$ cat src/rtl/core/b64sd_pkg.sv
// Shared types, constants and character classification for the Base64 stream decoder.
package b64sd_pkg;

    localparam int CHAR_W     = 8;
    localparam int SEXTET_W   = 6;
    localparam int GROUP_W    = 3 * SEXTET_W;
    localparam int WORD_W     = 24;
    localparam int CODE_W     = 7;
    localparam int CFG_IDX_W  = 1;
    localparam int FIFO_DEPTH = 4;
    localparam int FIFO_AW    = $clog2(FIFO_DEPTH);

    localparam logic [CHAR_W-1:0] CHAR_PAD    = 8'd61;
    localparam logic [CHAR_W-1:0] CHAR_UP_A   = 8'd65;
    localparam logic [CHAR_W-1:0] CHAR_UP_Z   = 8'd90;
    localparam logic [CHAR_W-1:0] CHAR_LO_A   = 8'd97;
    localparam logic [CHAR_W-1:0] CHAR_LO_Z   = 8'd122;
    localparam logic [CHAR_W-1:0] CHAR_DIG_0  = 8'd48;
    localparam logic [CHAR_W-1:0] CHAR_DIG_9  = 8'd57;
    localparam logic [CHAR_W-1:0] RST_CHAR_62 = 8'd43;
    localparam logic [CHAR_W-1:0] RST_CHAR_63 = 8'd47;

    localparam logic [CODE_W-1:0] CODE_LO_BASE  = 7'd26;
    localparam logic [CODE_W-1:0] CODE_DIG_BASE = 7'd52;
    localparam logic [CODE_W-1:0] CODE_62       = 7'd62;
    localparam logic [CODE_W-1:0] CODE_63       = 7'd63;
    localparam logic [CODE_W-1:0] CODE_PAD      = 7'd64;
    localparam logic [CODE_W-1:0] CODE_BAD      = 7'd65;

    localparam logic [CFG_IDX_W-1:0] REG_CHAR_62 = 1'd0;
    localparam logic [CFG_IDX_W-1:0] REG_CHAR_63 = 1'd1;

    localparam logic [1:0] POS_FIRST  = 2'd0;
    localparam logic [1:0] POS_SECOND = 2'd1;
    localparam logic [1:0] POS_THIRD  = 2'd2;
    localparam logic [1:0] POS_FOURTH = 2'd3;

    typedef struct packed {
        logic [CHAR_W-1:0] char_code;
        logic              end_of_input;
    } in_word_t;

    typedef struct packed {
        logic [CHAR_W-1:0] data_byte;
        logic              run_last;
        logic              stream_end;
        logic              error_flag;
    } out_word_t;

    // One decoded group waiting for the back end.
    typedef struct packed {
        logic [WORD_W-1:0] word;
        logic              second_en;
        logic              third_en;
        logic              stream_end;
        logic              error;
    } group_rec_t;

    typedef struct packed {
        logic full;
        logic empty;
    } fifo_stat_t;

    typedef enum logic [1:0] {
        SEL_B0,
        SEL_B1,
        SEL_B2
    } byte_sel_t;

    function automatic logic [CODE_W-1:0] classify(
        input logic [CHAR_W-1:0] c,
        input logic [CHAR_W-1:0] a62,
        input logic [CHAR_W-1:0] a63
    );
        logic [CHAR_W-1:0] t;
        t = '0;
        if (c == CHAR_PAD) begin
            return CODE_PAD;
        end
        else if (c >= CHAR_UP_A && c <= CHAR_UP_Z) begin
            t = c - CHAR_UP_A;
            return {1'b0, t[SEXTET_W-1:0]};
        end
        else if (c >= CHAR_LO_A && c <= CHAR_LO_Z) begin
            t = c - CHAR_LO_A;
            return {1'b0, t[SEXTET_W-1:0]} + CODE_LO_BASE;
        end
        else if (c >= CHAR_DIG_0 && c <= CHAR_DIG_9) begin
            t = c - CHAR_DIG_0;
            return {1'b0, t[SEXTET_W-1:0]} + CODE_DIG_BASE;
        end
        else if (c == a62) begin
            return CODE_62;
        end
        else if (c == a63) begin
            return CODE_63;
        end
        return CODE_BAD;
    endfunction

endpackage

$ cat src/rtl/core/base64_stream_decoder.sv
// Top level of the Base64 stream decoder: front end, record queue, back end.
//
//  channel  | handshake          | word
//  ---------+--------------------+-------------------------------------------------
//  input    | push / full        | in_data: char_code, end_of_input
//  result   | empty / pop        | out_data: data_byte, run_last, stream_end, error_flag
//  config   | cfg_wr_en          | cfg_index (0: char 62, 1: char 63), cfg_wdata
//
//  One character is accepted per cycle while the queue is not full; a group's record enters the queue at that edge.
//  The back end sends one byte per cycle while pop is held, from the queue head via an output
//  register loaded after the record is written; throughput is set by the result port.
//  full rises only when the four-entry record queue is full.
//  Reset clears group state, queue pointers and output valid flag, and loads '+' and '/'.
module base64_stream_decoder (
    input  logic                            clk,
    input  logic                            rst_n,
    input  logic                            push,
    output logic                            full,
    input  b64sd_pkg::in_word_t             in_data,
    output logic                            empty,
    input  logic                            pop,
    output b64sd_pkg::out_word_t            out_data,
    input  logic                            cfg_wr_en,
    input  logic [b64sd_pkg::CFG_IDX_W-1:0] cfg_index,
    input  logic [b64sd_pkg::CHAR_W-1:0]    cfg_wdata
);
    import b64sd_pkg::*;

    fifo_stat_t  fifo_stat;
    logic        rec_wr;
    logic        rec_rd;
    group_rec_t  rec_wr_data;
    group_rec_t  rec_rd_data;

    assign full = fifo_stat.full;

    b64sd_front u_front (
        .clk       (clk),
        .rst_n     (rst_n),
        .push      (push),
        .in_data   (in_data),
        .fifo_stat (fifo_stat),
        .cfg_wr_en (cfg_wr_en),
        .cfg_index (cfg_index),
        .cfg_wdata (cfg_wdata),
        .rec_wr    (rec_wr),
        .rec_data  (rec_wr_data)
    );

    b64sd_fifo u_fifo (
        .clk     (clk),
        .rst_n   (rst_n),
        .wr_en   (rec_wr),
        .wr_data (rec_wr_data),
        .rd_en   (rec_rd),
        .rd_data (rec_rd_data),
        .stat    (fifo_stat)
    );

    b64sd_back u_back (
        .clk       (clk),
        .rst_n     (rst_n),
        .rec_data  (rec_rd_data),
        .fifo_stat (fifo_stat),
        .rec_rd    (rec_rd),
        .pop       (pop),
        .empty     (empty),
        .out_data  (out_data)
    );

endmodule

$ cat src/rtl/core/b64sd_front.sv
// Front end: accepts characters, classifies them and assembles group records.
module b64sd_front (
    input  logic                          clk,
    input  logic                          rst_n,
    input  logic                          push,
    input  b64sd_pkg::in_word_t           in_data,
    input  b64sd_pkg::fifo_stat_t         fifo_stat,
    input  logic                          cfg_wr_en,
    input  logic [b64sd_pkg::CFG_IDX_W-1:0] cfg_index,
    input  logic [b64sd_pkg::CHAR_W-1:0]  cfg_wdata,
    output logic                          rec_wr,
    output b64sd_pkg::group_rec_t         rec_data
);
    import b64sd_pkg::*;

    logic [CHAR_W-1:0]   char_62_reg;
    logic [CHAR_W-1:0]   char_63_reg;
    logic [GROUP_W-1:0]  group_sextets_reg, group_sextets_next;
    logic [1:0]          group_position_reg, group_position_next;
    logic                third_is_pad_reg, third_is_pad_next;
    logic                discard_mode_reg, discard_mode_next;

    logic                accept;
    logic [CODE_W-1:0]   code;
    logic                pad;
    logic [SEXTET_W-1:0] sextet;
    logic                third_pad;
    logic                fourth_pad;
    logic                emit;
    logic [WORD_W-1:0]   word;

    assign accept = push && !fifo_stat.full;
    assign code   = classify(in_data.char_code, char_62_reg, char_63_reg);
    assign pad    = (code == CODE_PAD);
    assign sextet = pad ? '0 : code[SEXTET_W-1:0];

    always_comb
    begin
        group_sextets_next  = group_sextets_reg;
        group_position_next = group_position_reg;
        third_is_pad_next   = third_is_pad_reg;
        discard_mode_next   = discard_mode_reg;
        emit                = 1'b0;
        word                = '0;
        third_pad           = 1'b1;
        fourth_pad          = 1'b1;
        rec_data            = '0;

        if (discard_mode_reg) begin
            if (in_data.end_of_input) begin
                group_sextets_next  = '0;
                group_position_next = POS_FIRST;
                third_is_pad_next   = 1'b0;
                discard_mode_next   = 1'b0;
            end
        end
        else if (code == CODE_BAD) begin
            emit                = 1'b1;
            rec_data.stream_end = 1'b1;
            rec_data.error      = 1'b1;
            group_sextets_next  = '0;
            group_position_next = POS_FIRST;
            third_is_pad_next   = 1'b0;
            discard_mode_next   = !in_data.end_of_input;
        end
        else begin
            unique case (group_position_reg)
                POS_FIRST:  word = {sextet, 18'd0};
                POS_SECOND: word = {group_sextets_reg[5:0], sextet, 12'd0};
                POS_THIRD:  word = {group_sextets_reg[11:0], sextet, 6'd0};
                default:    word = {group_sextets_reg, sextet};
            endcase

            if (group_position_reg == POS_FOURTH) begin
                third_pad  = third_is_pad_reg;
                fourth_pad = pad;
            end
            else if (group_position_reg == POS_THIRD) begin
                third_pad = pad;
            end

            if (group_position_reg == POS_FOURTH || in_data.end_of_input) begin
                emit                = 1'b1;
                rec_data.word       = word;
                rec_data.second_en  = !third_pad;
                rec_data.third_en   = !fourth_pad;
                rec_data.stream_end = in_data.end_of_input;
                group_sextets_next  = '0;
                group_position_next = POS_FIRST;
                third_is_pad_next   = 1'b0;
            end
            else begin
                group_sextets_next  = {group_sextets_reg[11:0], sextet};
                group_position_next = group_position_reg + 2'd1;
                if (group_position_reg == POS_THIRD) begin
                    third_is_pad_next = pad;
                end
            end
        end
    end

    assign rec_wr = accept && emit;

    always_ff @(posedge clk or negedge rst_n)
    begin
        if (!rst_n) begin
            char_62_reg        <= RST_CHAR_62;
            char_63_reg        <= RST_CHAR_63;
            group_sextets_reg  <= '0;
            group_position_reg <= POS_FIRST;
            third_is_pad_reg   <= 1'b0;
            discard_mode_reg   <= 1'b0;
        end
        else begin
            if (cfg_wr_en && cfg_index == REG_CHAR_62) begin
                char_62_reg <= cfg_wdata;
            end
            if (cfg_wr_en && cfg_index == REG_CHAR_63) begin
                char_63_reg <= cfg_wdata;
            end
            if (accept) begin
                group_sextets_reg  <= group_sextets_next;
                group_position_reg <= group_position_next;
                third_is_pad_reg   <= third_is_pad_next;
                discard_mode_reg   <= discard_mode_next;
            end
        end
    end

    a_discard_at_group_start: assert property (@(posedge clk) disable iff (!rst_n)
        discard_mode_reg |-> (group_position_reg == POS_FIRST && group_sextets_reg == '0))
        else $error("discard with partial group");

endmodule

$ cat src/rtl/core/b64sd_fifo.sv
// Short register queue of group records between front and back end.
module b64sd_fifo (
    input  logic                    clk,
    input  logic                    rst_n,
    input  logic                    wr_en,
    input  b64sd_pkg::group_rec_t   wr_data,
    input  logic                    rd_en,
    output b64sd_pkg::group_rec_t   rd_data,
    output b64sd_pkg::fifo_stat_t   stat
);
    import b64sd_pkg::*;

    group_rec_t          mem_reg [FIFO_DEPTH];
    logic [FIFO_AW-1:0]  wr_ptr_reg;
    logic [FIFO_AW-1:0]  rd_ptr_reg;
    logic [FIFO_AW:0]    count_reg, count_next;

    assign stat.full  = (count_reg == (FIFO_AW+1)'(FIFO_DEPTH));
    assign stat.empty = (count_reg == '0);
    assign rd_data    = mem_reg[rd_ptr_reg];

    always_comb
    begin
        count_next = count_reg;
        if (wr_en && !rd_en) begin
            count_next = count_reg + 1'b1;
        end
        else if (rd_en && !wr_en) begin
            count_next = count_reg - 1'b1;
        end
    end

    always_ff @(posedge clk)
    begin
        if (wr_en) begin
            mem_reg[wr_ptr_reg] <= wr_data;
        end
    end

    always_ff @(posedge clk or negedge rst_n)
    begin
        if (!rst_n) begin
            wr_ptr_reg <= '0;
            rd_ptr_reg <= '0;
            count_reg  <= '0;
        end
        else begin
            if (wr_en) begin
                wr_ptr_reg <= wr_ptr_reg + 1'b1;
            end
            if (rd_en) begin
                rd_ptr_reg <= rd_ptr_reg + 1'b1;
            end
            count_reg <= count_next;
        end
    end

    a_no_overflow: assert property (@(posedge clk) disable iff (!rst_n)
        wr_en |-> !stat.full)
        else $error("record queue overflow");

    a_no_underflow: assert property (@(posedge clk) disable iff (!rst_n)
        rd_en |-> !stat.empty)
        else $error("record queue underflow");

    a_count_bound: assert property (@(posedge clk) disable iff (!rst_n)
        count_reg <= (FIFO_AW+1)'(FIFO_DEPTH))
        else $error("record queue count out of range");

endmodule

$ cat src/rtl/core/b64sd_back.sv
// Back end: walks each group record and delivers its bytes through an output register.
module b64sd_back (
    input  logic                    clk,
    input  logic                    rst_n,
    input  b64sd_pkg::group_rec_t   rec_data,
    input  b64sd_pkg::fifo_stat_t   fifo_stat,
    output logic                    rec_rd,
    input  logic                    pop,
    output logic                    empty,
    output b64sd_pkg::out_word_t    out_data
);
    import b64sd_pkg::*;

    byte_sel_t   sel_reg, sel_next;
    logic        out_valid_reg;
    out_word_t   out_reg;

    logic        load;
    logic        last;
    logic [CHAR_W-1:0] cur_byte;

    assign load = !fifo_stat.empty && (!out_valid_reg || pop);

    always_comb
    begin
        sel_next = SEL_B0;
        unique case (sel_reg)
            SEL_B0:
            begin
                if (rec_data.second_en) begin
                    sel_next = SEL_B1;
                end
                else if (rec_data.third_en) begin
                    sel_next = SEL_B2;
                end
            end
            SEL_B1:
            begin
                if (rec_data.third_en) begin
                    sel_next = SEL_B2;
                end
            end
            default:
            begin
                sel_next = SEL_B0;
            end
        endcase
    end

    always_comb
    begin
        cur_byte = rec_data.word[23:16];
        last     = 1'b1;
        unique case (sel_reg)
            SEL_B0:
            begin
                cur_byte = rec_data.word[23:16];
                last     = !rec_data.second_en && !rec_data.third_en;
            end
            SEL_B1:
            begin
                cur_byte = rec_data.word[15:8];
                last     = !rec_data.third_en;
            end
            SEL_B2:
            begin
                cur_byte = rec_data.word[7:0];
                last     = 1'b1;
            end
            default:
            begin
                cur_byte = rec_data.word[23:16];
                last     = 1'b1;
            end
        endcase
    end

    assign rec_rd   = load && last;
    assign empty    = !out_valid_reg;
    assign out_data = out_reg;

    always_ff @(posedge clk)
    begin
        if (load) begin
            out_reg.data_byte  <= cur_byte;
            out_reg.run_last   <= last;
            out_reg.stream_end <= last && rec_data.stream_end;
            out_reg.error_flag <= rec_data.error;
        end
    end

    always_ff @(posedge clk or negedge rst_n)
    begin
        if (!rst_n) begin
            sel_reg       <= SEL_B0;
            out_valid_reg <= 1'b0;
        end
        else begin
            if (load) begin
                sel_reg       <= sel_next;
                out_valid_reg <= 1'b1;
            end
            else if (pop) begin
                out_valid_reg <= 1'b0;
            end
        end
    end

    a_mid_record_has_head: assert property (@(posedge clk) disable iff (!rst_n)
        (sel_reg != SEL_B0) |-> !fifo_stat.empty)
        else $error("byte walk without a record");

endmodule

$ cat config.mk
export PLATFORM = sky130hd
export DESIGN_NAME = base64_stream_decoder
export DESIGN_NICKNAME = d
export VERILOG_FILES = /design/src/rtl/core/b64sd_pkg.sv /design/src/rtl/core/base64_stream_decoder.sv /design/src/rtl/core/b64sd_front.sv /design/src/rtl/core/b64sd_fifo.sv /design/src/rtl/core/b64sd_back.sv
export SDC_FILE = /design/constraint.sdc
export NUM_CORES = 1
export LEC_CHECK = 0
export ABC_AREA = 1
export BUFFER_PORTS_ARGS = -buffer_cell sky130_fd_sc_hd__buf_2
export CAP_MARGIN = 15
export CORE_UTILIZATION = 64
export DETAILED_ROUTE_END_ITERATION = 16
export HOLD_SLACK_MARGIN = 0.06
export PLACE_DENSITY = 0.87
export SLEW_MARGIN = 10
export SYNTH_ARGS = -nofsm -noshare
export SYNTH_HDL_FRONTEND = slang
export SYNTH_SLANG_ARGS = --single-unit
$ cat constraint.sdc
create_clock -name clk -period 7.8 [get_ports clk]
set_input_delay 0.39 -clock clk [delete_from_list [all_inputs] [get_ports clk]]
set_output_delay 0.39 -clock clk [all_outputs]
set_load 0.02 [all_outputs]
# Word-level counts from Yosys, hierarchy flattened
# Memories as Yosys holds them, arrays and structs flattened.
# Cells that the tools add are included.
# totals
regBits	59
ram_bits	112
inputBits	23
mem_count	1
# classes
addsub	10
n_lt_le_gt_ge	6
n_eq_ne	12
mux	57
bitwise_logic	1
reduce_logical	33
# mem_list
name	words	width	read_ports	rd_clocked_by_memory_dff	wr	line_no	rtl
u_fifo.mem_reg	4	28	1	0	1	b64sd_fifo.sv:13	group_rec_t mem_reg [FIFO_DEPTH];
# ops
cell	count
$mux W18	4
$pmux W24 S3	1
$mux W7	7
$mux W1	30
$mux W28	1
$mux W27	1
$mux W26	1
$eq A8 B8 Y1	2
$ge A8 B7 Y1 const B	2
$le A8 B7 Y1 const B	2
$pmux W8 S2	1
$eq A7 B7 Y1 const B	2
$logic_and A1 B1 Y1	13
$mux W2	6
$sub A6 B6 Y6 const B	2
$logic_not A1 Y1	10
$eq A8 B6 Y1 const B	1
$ge A8 B6 Y1 const B	1
$le A8 B6 Y1 const B	1
$add A6 B5 Y7 const B	1
$add A6 B6 Y7 const B	1
$add A2 B1 Y2 const B	3
$eq A2 B2 Y1 const B	3
$mux W3	2
other kinds (17)	21

# Depth between registers and ports, before layout
# Gate-level depths: netlist of the first run.
# logic_depth
word_depth	17
ltp_mapped	27
mapped_depth_nobuf	26

# Modules after synthesis
# Synthesis of the first run repeated with hierarchy kept, for this count alone.
# hier_totals
cells_unflattened	949
hier_area_um2	9316.4
# by_module_without_submodules
module	instances	cells_per_inst	area_per_inst_um2	seq_area_each_um2
b64sd_fifo	1	375	5041.1	3538.4
b64sd_front	1	492	3520.9	962.2
b64sd_back	1	82	754.5	405.4

# Worst setup path before layout of the first run
# OpenSTA, ideal clock, no wires.
# synth_path
path_type	input port to flip-flop
from	in in_data[2] in the netlist's numbering
to	mem u_fifo.mem_reg[0][0] in the netlist's numbering, enable pin
t_arrival_ns	3.335
required_time_ns	7.387
path_slack_ns	4.052
stages	21
path_cell_list	buf_4 inv_1 ha_1 inv_1 nand2_1 nand2_1 inv_1 ha_1 inv_1 nand2_1 nor2_1 nand2_1 nand3_1 nand2_1 nand2_2 nor2_8 nor2_4 nand2_4 nand2_4 nand2_2 nor2_1
# synth_between
elab_chain_cells	14
# synth_lines
element	line_no	rtl
from (decl)	base64_stream_decoder.sv:19	input b64sd_pkg::in_word_t in_data,
parallel branches: the longest is 7 deep, another holds $add A6 B6 Y7	-	
$mux W7 (*)	b64sd_pkg.sv:98	return CODE_BAD;
$eq A7 B7 Y1 (*)	b64sd_front.sv:57	else if (code == CODE_BAD) begin
$mux W1 (*)	b64sd_front.sv:57	
$mux W1 (*)	b64sd_front.sv:49	if (discard_mode_reg) begin
$logic_and A1 B1 Y1 (*)	b64sd_front.sv:102	assign rec_wr = accept && emit;
$mux W1 (*)	b64sd_fifo.sv:35	if (wr_en) begin
$mux W1 (implied by the code) (*)	b64sd_fifo.sv:36	mem_reg[wr_ptr_reg] <= wr_data;
to (decl)	b64sd_fifo.sv:13	
# Mark *: on every way between the ends.

# Worst setup path in the final report of the first run
# layout_path
from	in in_data[3] in the netlist's numbering
to	reg u_fifo.count_reg[2]
# layout_between
elab_chain_cells	15
# layout_lines
element	line_no	rtl
parallel branches: the longest is 7 deep, another holds $add A6 B6 Y7	-	
$mux W7 (*)	b64sd_pkg.sv:98	
$eq A7 B7 Y1 (*)	b64sd_front.sv:57	
$mux W1 (*)	b64sd_front.sv:57	
$mux W1 (*)	b64sd_front.sv:49	
$logic_and A1 B1 Y1 (*)	b64sd_front.sv:102	
named net rec_wr	base64_stream_decoder.sv:30	logic rec_wr;
$logic_not A1 Y1	b64sd_fifo.sv:28	else if (rd_en && !wr_en) begin
$logic_and A1 B1 Y1	b64sd_fifo.sv:28	
$reduce_bool A2 Y1 (no source line)	-	
to (signal assigned)	b64sd_fifo.sv:54	count_reg <= count_next;
to (decl)	b64sd_fifo.sv:16	logic [FIFO_AW:0] count_reg, count_next;
# Mark *: on every way through the listed nets, which the timed path passes.
# A chain may end at the register's enable or synchronous reset.

==> results.toml, run 1 <==
[final_layout]
finalNetCount = 978
diodes = 0
largest_reg_flops = 112
fillers = 912
drive_above_1_share_pct = 14.6
final_util_pct = 72.3
area_growth_pct = 10.7
finalNonFillerCells = 1119

[global_routing]
grt_pass1_wl_mm = 30.3
antenna_found_initial = 0
grt_pass1_vias = 6227
grt_max_degree = 59
grt_usage_pct = 28.3
overflow = 0

[worst_setup_path]
cp_max_fo = 23
cp_num_cells = 22
timing.rr.end = "u_fifo.count_reg[2]"
cp_slowest_cell = "fa_1"
cp-start-kind = "input port"
path_cells = "buf_2 -> inv_2 -> ha_1 -> a21boi_0 -> nand3_1 -> nand3_4 -> nand2_4 -> inv_2 -> nand3_4 -> nand3_1 -> nand2_2 -> nor2_4 -> nand2_4 -> nand2_4 -> nand2_2 -> inv_1 -> ha_1 -> inv_1 -> fa_1 -> a21oi_1 -> o21ai_0 -> xor2_1"
critPathMaxStageDelay_ns = 0.38
cp.buffers_inverters = 5
ff2ff_path_depth = 14
cp.arrival_ns = 3.87
cp.required_ns = 8.11
path_common_cell = "nand2_4"
crit_type = "in -> reg"
r2r_start = "u_fifo.rd_ptr_reg[0]"
end_kind = "flip-flop"
rrSetupSlack_ns = 4.43
path_delay_family = "simple AND/OR/NAND/NOR gates"

[floorplanning]
io_pins = 36
initial_core_util_pct = 65.3
die_y_um = 118
fp.coreArea_um2 = 13200
die_area_um2 = 13900
die_w_um = 118
row_count = 42

[placed_design]
place_congestion = 0.949
dp_slack_ns = 3.97
port_buffers = 35
dp.cells = 1087
post-dp-hpwl_mm = 11.7

[clock_tree]
clkTransAtPathRegs_ns = 0.07
holdBufCountCts = 0
ctsResizeCount = 0
cts_tree = "yes"
htreeDepth = 4
cts.sinks = 171
cts_setup_buffers = 0
worstSkewPairLatency_ns = 0.43
cts_root_buf = "clkbuf_16"
clockBufferDepth = 2
cts_buffers = 17

[outcome]
status = "completed"

[drt]
wire_per_inst_um = 16.7
viasPerCell = 5.78
post-route-drc-count = 0
routed_wl_mm = 18.7
drtIter0Drc = 714
num_vias = 6465
dr.pass1.iters = 6
drtAntennaViolNets = 0

[timing]
period_needed_ns = 3.57
setup-tns-final_ns = 0
fmax_ghz = 0.280
setup_viol_count_final = 0
finalCritPeriodShare_pct = 45.7
clock_skew_ns = 0.0104
worstMarginPinSlew_ns = 0.916
final-hold-violation-count = 0
maxSlewHeadroom_pct = 38.8
rsz0062_at_grt = "false"
maxSlewViolCount = 0
setup_slack_ns = 4.23

[logic_synthesis]
synth_edf_count = 123
synth_top_area_cell = "edfxtp_1"
synth_warnings = 0
async_flop_share_pct = 28.1
synth_nets = 951
syn_inst = 903
ys_seq_area_share_pct = 56.9
syn_area_um2 = 8620
avgSynthCellArea_um2 = 9.54
synth_area_leaders = "edfxtp_1 43%, dfrtp_1 11%, nand2_1 9.7%, nor2_1 4.4%, o21ai_0 3.9%"
synth-seq-cells = 171
synth_ff_type = "edfxtp_1"
synth.top_cell.area_share_pct = 42.9
yosysUniqueCellTypes = 50

[power]
seqPwrFrac_pct = 39.1
ir_worst_vdd_mv = 0.144
p_sw_mw = 1.22
swShare_pct = 37.3
power_density_nw_per_um2 = 343
power.total_mw = 3.27
clkPwrFrac_pct = 26.9
p_leak_nw = 3.91
power_frac_comb_pct = 34.1
intPower_mw = 2.05

[worst_hold_path]
hp-class = "in -> async"

[flow_run]
max_cap_viol_count = 0
-- cells by family (layout without fill, tap and decap cells) --
| logic type | count (synthesis) | in the layout | share of synthesized area [%] |
|---|---|---|---|
| muxes | 1 | 1 | 0.131 |
| and+or+nand+nor | 411 | 411 | 21.4 |
| DFF | 171 | 171 | 56.9 |
| adders and majority gates | 25 | 25 | 3.72 |
| xor gates and xnor gates | 8 | 8 | 0.813 |
| buffers and inverters | 122 | 162 | 5.71 |
| AOI/OAI and AO/OA | 165 | 165 | 11.2 |
-- worst register-to-register path: stages, from the launching register on --
cell	delay (ns)
dfrtp_1	0.37
buf_4	0.31
inv_1	0.14
buf_4	0.49
nand2_1	0.14
a32o_1	0.26
nor2_1	0.16
o22ai_1	0.16
nand2_1	0.20
ha_1	0.18
inv_1	0.06
fa_1	0.38
a21oi_1	0.16
o21ai_0	0.11
xor2_1	0.15
-- power by group through the flow --
stage / Combinational, mW / Sequential (mW) / Clock [mW]
after floorplan: 0.769 / 1.32 / 0
after global placement: 1.06 / 1.29 / 0
after detailed placement: 1.09 / 1.29 / 0
after CTS: 1.10 / 1.28 / 0.879
after global routing: 1.23 / 1.29 / 0.916
final: 1.11 / 1.28 / 0.880
-- metrics by stage --
step | hold WS, ns | area (um^2)
final | 0.0620 | 9540
after global routing | 0.127 | 9540
after CTS | 0.0961 | 9540
after detailed placement | 0.470 | 8920
after global placement | 0.459 | 8920
after floorplan | 0.0944 | 8620
-- synthesized netlist by cell type, types with 4 or more instances --
master	number
nand2_1	223
o22ai_1	36
a21oi_1	21
nand2_4	6
inv_2	11
nor2_1	101
edfxtp_1	123
o21ai_0	67
nor2_4	13
xor2_1	7
nand3_1	48
nand2_2	6
a31oi_1	8
ha_1	24
o21ai_1	10
clkbuf_1	29
inv_1	75
dfstp_2	9
a22oi_1	5
o211ai_1	4
dfrtp_1	39
-- metal layers --
metal / vias up / global-route usage, % / wire, um
li1: 3099 / - / -
met1: 3035 / 36.1 / 7570
met2: 283 / 47.1 / 9250
met3: 48 / 5.81 / 1370
met4: 0 / 12.3 / 501
met5: - / 0 / 0
-- final cells by class --
class	count	area [um^2]	area share, %
clock buffer	17	425	4.46
tap	176	220	2.31
sequential	171	4910	51.4
inverter	86	323	3.38
timing repair buffer	44	243	2.54
multi-input combinational	610	3230	33.8
clock inverter	15	194	2.03
-- worst max-delay path by stage --
| stage | slack, ns | to | startpoint |
|---|---|---|---|
| 6_report | 4.23 | u_fifo.count_reg[2] | in_data[3] |
| 5_1_grt | 3.91 | u_fifo.count_reg[2] | in_data[3] |
| 4_1_cts | 4.36 | u_fifo.count_reg[2] | in_data[3] |
| 3_5_place_dp | 3.97 | u_fifo.count_reg[2] | in_data[2] |
| 3_3_place_gp | 4.10 | u_fifo.count_reg[2] | in_data[2] |
| 2_1_floorplan | 4.05 | u_fifo.mem_reg[0][0] | in_data[2] |
-- layout by cell type (no fill, tap or decap), types with 2 or more instances in the layout --
cell type / netlist / routed
nand2_1: 223 / 223
edfxtp_1: 123 / 123
nor2_1: 101 / 97
inv_1: 75 / 75
o21ai_0: 67 / 67
nand3_1: 48 / 48
dfrtp_1: 39 / 39
o22ai_1: 36 / 36
buf_2: 2 / 35
ha_1: 24 / 24
a21oi_1: 21 / 21
clkbuf_16: 0 / 17
nor2_4: 13 / 13
inv_2: 11 / 11
o21ai_1: 10 / 10
buf_4: 2 / 9
dfstp_2: 9 / 9
a31oi_1: 8 / 8
xor2_1: 7 / 7
nand2_4: 6 / 6
nor2_2: 2 / 6
nand2_2: 6 / 6
a22oi_1: 5 / 5
o211ai_1: 4 / 4
clkinv_4: 0 / 4
clkinvlp_4: 0 / 3
bufinv_16: 0 / 3
nand3_4: 2 / 2
a21oi_4: 2 / 2
o21ai_2: 2 / 2
a221oi_1: 2 / 2
nor4_1: 2 / 2
a21boi_0: 2 / 2
clkinv_2: 0 / 2
Power figures use the tool's default switching activity.
==> run 2: changes to the inputs <==
Settings changed: CORE_UTILIZATION 64 to 62, PLACE_DENSITY 0.87 to 0.85.
Clock period 7.8 ns to 3.3 ns, I/O delays scaled along.
==> run 2 against run 1 <==
Net effect: final cell count up 2.1%; routed wire length rose by 2.4%; first-iteration DRC count grew 9.4%; power grew 140%; setup slack lost 3.9 ns.
==> results.toml, run 2 (synthesis results as in run 1) <==
[final_layout]
final_cell_mix = "223 x nand2_1, 123 x edfxtp_1, 97 x nor2_1"
seqCellArea_um2 = 4910
largest_reg_flops = 112
final_cell_area_um2 = 9760
diodes = 0
multi_input_area_um2 = 3230
drive_above_1_share_pct = 15.6
final_common_cell = "nand2_1"
fillers = 925
finalNetCount = 1002
area_growth_pct = 13.3
finalNonFillerCells = 1143

[timing]
maxSlewHeadroom_pct = 33.4
clock_skew_ns = 0.0106
setup_viol_count_final = 0
final-hold-violation-count = 0
setup-tns-final_ns = 0
worstMarginPinSlew_ns = 0.999
maxSlewViolCount = 0
fmax_ghz = 0.335
finalCritPeriodShare_pct = 90.5
period_needed_ns = 2.99
rsz0062_at_grt = "false"

[worst_setup_path]
path_cells = "xor2_1 -> nor2_1 -> nand2_1 -> nor2_2 -> nor2_1 -> nand3_4 -> nand3_1 -> nand2_2 -> nor2_4 -> nand2_4 -> nand2_4 -> nand2_2 -> inv_1 -> ha_1 -> inv_1 -> fa_1 -> a21oi_1 -> o21ai_0 -> xor2_1"
cp_max_fo = 7
cp_slowest_cell = "dfstp_2"
crit_type = "reg -> reg"
cp-start-kind = "flip-flop"
critPathMaxStageDelay_ns = 0.54
cp.arrival_ns = 3.30
cp.buffers_inverters = 2
cp.required_ns = 3.61
end_kind = "flip-flop"
path_delay_family = "simple AND/OR/NAND/NOR gates"

[drt]
viasPerCell = 5.78
wire_per_inst_um = 16.7
post-route-drc-count = 0
dr.pass1.iters = 6
drtIter0Drc = 781
routed_wl_mm = 19.1
drtAntennaViolNets = 0
num_vias = 6609

[placed_design]
place_congestion = 0.981
post-dp-hpwl_mm = 12.7
port_buffers = 35
dp.cells = 1101
placed_area_um2 = 9070

[worst_hold_path]
hp-class = "in -> reg"

[floorplanning]
die_w_um = 120
fp.coreArea_um2 = 13400
initial_core_util_pct = 64.3
io_pins = 36
die_area_um2 = 14400
die_y_um = 120
row_count = 42

[global_routing]
grt_pass1_wl_mm = 31.3
antenna_found_initial = 0
grt_usage_pct = 28.7
grt_max_degree = 40
grt_pass1_vias = 6439
overflow = 0

[clock_tree]
cts_buffers = 17
cts.sinks = 171
cts_root_buf = "clkbuf_16"
clockBufferDepth = 2
ctsResizeCount = 0
cts_tree = "yes"
worstSkewPairLatency_ns = 0.43
htreeDepth = 4
clkTransAtPathRegs_ns = 0.07

[outcome]
status = "completed"

[power]
ir_worst_vdd_mv = 0.368
power.total_mw = 7.73
power_density_nw_per_um2 = 793
p_leak_nw = 4.02

[flow_run]
max_cap_viol_count = 0
-- run 2: changes by cell type in the layout (fill, tap and decap cells not counted), sizes merged --
| cell | delta |
|---|---|
| bufinv | -2 |
| inv | +5 |
| clkinv | -1 |
| dlygate4sd3 | +10 |
| clkinvlp | -2 |
| buf | +14 |
-- run 2: layout make-up --
type	instances	share of cell area, %
clock inverters	15	1.62
multi-input cells	610	33.1
clock buffers	17	4.36
flip-flops and latches	171	50.3
well taps	176	2.26
inverters	86	3.31
repair buffers	68	5.10
-- run 2: timing repair --
item / 4_1_cts / 5_1_grt
endpoints found under the hold margin: 46 / 0
hold buffers: 10 / 0
setup buffers: 0 / 0
-- run 2: through the flow --
step	hold slack [ns]	util [%]	worst slack, ns
floorplan	-0.131	-	-0.223
global placement	0.360	67.7	0.170
detailed placement	0.371	67.7	0.0731
CTS	0.0736	72.8	0.277
global route	0.106	72.8	0.0185
finish	0.0991	72.8	0.313
-- run 2: layer usage --
layer	vias up	track usage (%)	share of wire [%]
met5	-	0	0
met4	0	12.5	2.4
met3	37	6.32	7.8
met2	337	49.2	50
met1	3079	34.9	40
li1	3156	-	-
-- run 2: power breakdown --
| group | internal, mW | leakage (nW) | switching [mW] | total, mW |
|---|---|---|---|---|
| Combinational | 0.886 | 1.98 | 1.87 | 2.76 |
| Clock | 1.07 | 0.285 | 0.885 | 1.95 |
| Sequential | 2.84 | 1.76 | 0.179 | 3.02 |
| Total | 4.80 | 4.02 | 2.94 | 7.73 |
-- run 2: final timing paths --
kind	startpoint	end	slack [ns]	cells past startpoint
setup / recovery	u_front.char_62_reg[1]	u_fifo.count_reg[2]	0.31	19
hold / removal	in_data[0]	u_front.discard_mode_reg	0.1	4
setup reg to reg	u_front.char_62_reg[1]	u_fifo.count_reg[2]	0.31	19
hold reg to reg	u_front.third_is_pad_reg	u_front.third_is_pad_reg	0.49	2
max in group asynchronous	rst_n	u_fifo.rd_ptr_reg[0]	2.15	3
min in group asynchronous	rst_n	u_front.group_sextets_reg[4]	0.45	2
-- run 2: worst min-delay path, stage by stage --
cell,delay (ns)
buf_2,0.14
nand2_1,0.06
o21ai_0,0.07
a21oi_1,0.05
==> run 3: changes to the inputs <==
Settings changed: ABC_AREA 1 to default, CORE_ASPECT_RATIO from default to 1.5.
==> run 3 against run 2 <==
Net effect: routed wire length down 2.6%; critical path depth down 3; non-clock buffer count up 46; sequential power fell by 3%; via count is 18% lower; clock power about the same; combinational power shrank 23%.
==> results.toml, run 3 <==
[outcome]
status = "completed"

[worst_setup_path]
cp.required_ns = 3.64
worstSetupStartpoint = "in_data[3]"
crit_type = "in -> reg"
timing.rr.end = "u_fifo.count_reg[1]"
cp.arrival_ns = 3.53
end_kind = "flip-flop"
ff2ff_path_depth = 12
cp_max_fo = 5
cp-start-kind = "input port"
r2r_start = "u_front.char_62_reg[3]"
rrSetupSlack_ns = 0.16
cp-endpoint = "u_fifo.count_reg[2]"

[final_layout]
final_cell_mix = "123 x edfxtp_1, 66 x buf_4, 38 x dfrtp_1"
seqCellArea_um2 = 4910
multi_input_area_um2 = 3040
diodes = 0
area_growth_pct = 19.7
final_common_cell = "edfxtp_1"
finalNonFillerCells = 824
largest_reg_flops = 112
fillers = 678
finalNetCount = 703
drive_above_1_share_pct = 34.0

[placed_design]
port_buffers = 35
place_congestion = 0.941
dp.cells = 780
dp_slack_ns = -0.300
post-dp-hpwl_mm = 12.1

[flow_run]
max_cap_viol_count = 0

[timing]
maxSlewViolCount = 0
period_needed_ns = 3.19
final-hold-violation-count = 0
setup_slack_ns = 0.113
rsz0062_at_grt = "false"
worstMarginPinSlew_ns = 0.767
finalCritPeriodShare_pct = 96.6
fmax_ghz = 0.314
setup_viol_count_final = 0
clock_skew_ns = 0.00772
maxSlewHeadroom_pct = 48.8

[clock_tree]
worstSkewPairLatency_ns = 0.43
cts_root_buf = "clkbuf_16"
cts_tree = "yes"
clkTransAtPathRegs_ns = 0.07
cts_buffers = 17
cts.sinks = 171
htreeDepth = 4
clockBufferDepth = 2

[floorplanning]
row_count = 50
initial_core_util_pct = 64.3
die_area_um2 = 13500
io_pins = 36
fp.coreArea_um2 = 12600
die_w_um = 95.2
die_y_um = 142

[logic_synthesis]
avgSynthCellArea_um2 = 14.6
synth_edf_count = 123
async_flop_share_pct = 28.1
synth-seq-cells = 171
ys_seq_area_share_pct = 60.7
syn_area_um2 = 8090
syn_inst = 553
yosys-top-cells-count = "123 x edfxtp_1, 39 x dfrtp_1, 31 x nor2_1"
synth_nets = 601
yosysUniqueCellTypes = 61
yosysMostFrequentCell = "edfxtp_1"
synth_top_area_cell = "edfxtp_1"
synth_area_leaders = "edfxtp_1 46%, dfrtp_1 12%, mux4_2 7.8%, ha_1 3.7%, dfstp_2 2.9%"
synth_warnings = 0
synth_ff_type = "edfxtp_1"
synth.top_cell.area_share_pct = 45.7

[drt]
drtAntennaViolNets = 0
post-route-drc-count = 0
routed_wl_mm = 18.6
drtIter0Drc = 644
num_vias = 5404
wire_per_inst_um = 22.6
dr.pass1.iters = 6
viasPerCell = 6.56

[global_routing]
grt_pass1_vias = 5582
grt_usage_pct = 29.8
overflow = 0
grt_pass1_wl_mm = 29.4
antenna_found_initial = 0
grt_max_degree = 49

[power]
power_density_nw_per_um2 = 725
p_leak_nw = 3.66
ir_worst_vdd_mv = 0.474

[worst_hold_path]
hp-class = "in -> reg"
[run 3: cell types whose count changed after synthesis, sizes merged, moves of 18 or more]
cell	change
a22o	+19
inv	-59
mux2	+18
mux4	+28
nand2	-221
nand3	-45
nor2	-86
o21ai	-72
o22ai	-35
[run 3: timing repair]
action                                  CTS  global route
hold buffers                             10             0
gates resized for setup                   0             2
endpoints found under the hold margin    56             0
setup buffers                             0             2
endpoints found under the setup margin    0            10
[run 3: kinds of logic after synthesis]
| logic type | synth area share [%] |
|---|---|
| DFF | 60.7 |
| and+or+nand+nor | 8.45 |
| AOI/OAI and AO/OA | 10.1 |
| buffers and inverters | 3.23 |
| muxes | 10.4 |
| xor gates and xnor gates | 3.13 |
| adders and majority gates | 3.96 |
[run 3: per-layer routing]
| metal | vias to the layer above | global-route usage, % | wire length, um |
|---|---|---|---|
| li1 | 2332 | - | - |
| met1 | 2654 | 31.7 | 6050 |
| met2 | 333 | 55.2 | 10500 |
| met3 | 85 | 5.41 | 1270 |
| met4 | 0 | 14.4 | 834 |
| met5 | - | 0 | 0 |
[run 3: final cells by class]
type / instances / area share, %
Sequential cell: 171 / 50.7
Inverter: 27 / 1.10
Multi-Input combinational cell: 324 / 31.4
Clock buffer: 17 / 4.40
Tap cell: 156 / 2.02
Clock inverter: 15 / 1.64
Timing Repair Buffer: 114 / 8.74
[run 3: worst min-delay path by stage]
stage	from	end	slack, ns	cells past startpoint
floorplan	rst_n	u_back.out_valid_reg	-0.13	0
CTS	in_data[0]	u_front.discard_mode_reg	0.11	3
detailed placement	rst_n	u_fifo.wr_ptr_reg[0]	0.42	1
global placement	pop	u_back.out_valid_reg	0.37	2
global route	in_data[0]	u_front.discard_mode_reg	0.15	3
finish	in_data[0]	u_front.discard_mode_reg	0.12	3
[run 3: stage by stage]
stage                     total power, mW  setup TNS, ns  area (um^2)  utilization (%)  hold WS (ns)
after floorplan                      4.36         -0.275         8210                -        -0.131
after global placement               4.89         -0.197         8960             71.3         0.365
after detailed placement             5.03          -6.06         8960             71.3         0.417
after CTS                            7.01              0         9650             76.7         0.109
after global routing                 7.27              0         9670             76.9         0.146
final                                7.02              0         9670             76.9         0.119
[run 3: critical path, stage by stage]
cell,delay (ns)
buf_2,0.16
ha_2,0.22
a21boi_2,0.16
or4b_4,0.52
nor3b_2,0.16
nor2_1,0.08
a2111oi_2,0.34
and4_4,0.31
a31oi_4,0.11
a21boi_4,0.19
ha_4,0.16
inv_2,0.04
fa_2,0.37
xor2_1,0.17
nor2_1,0.16
xor2_1,0.20
[run 3: report_power, final]
group          leakage, nW  switching (mW)  internal (mW)  total (mW)
sequential            1.75           0.193           2.74        2.93
clock                0.282           0.881           1.07        1.95
combinational         1.63            1.22          0.918        2.13
total                 3.66            2.29           4.73        7.02
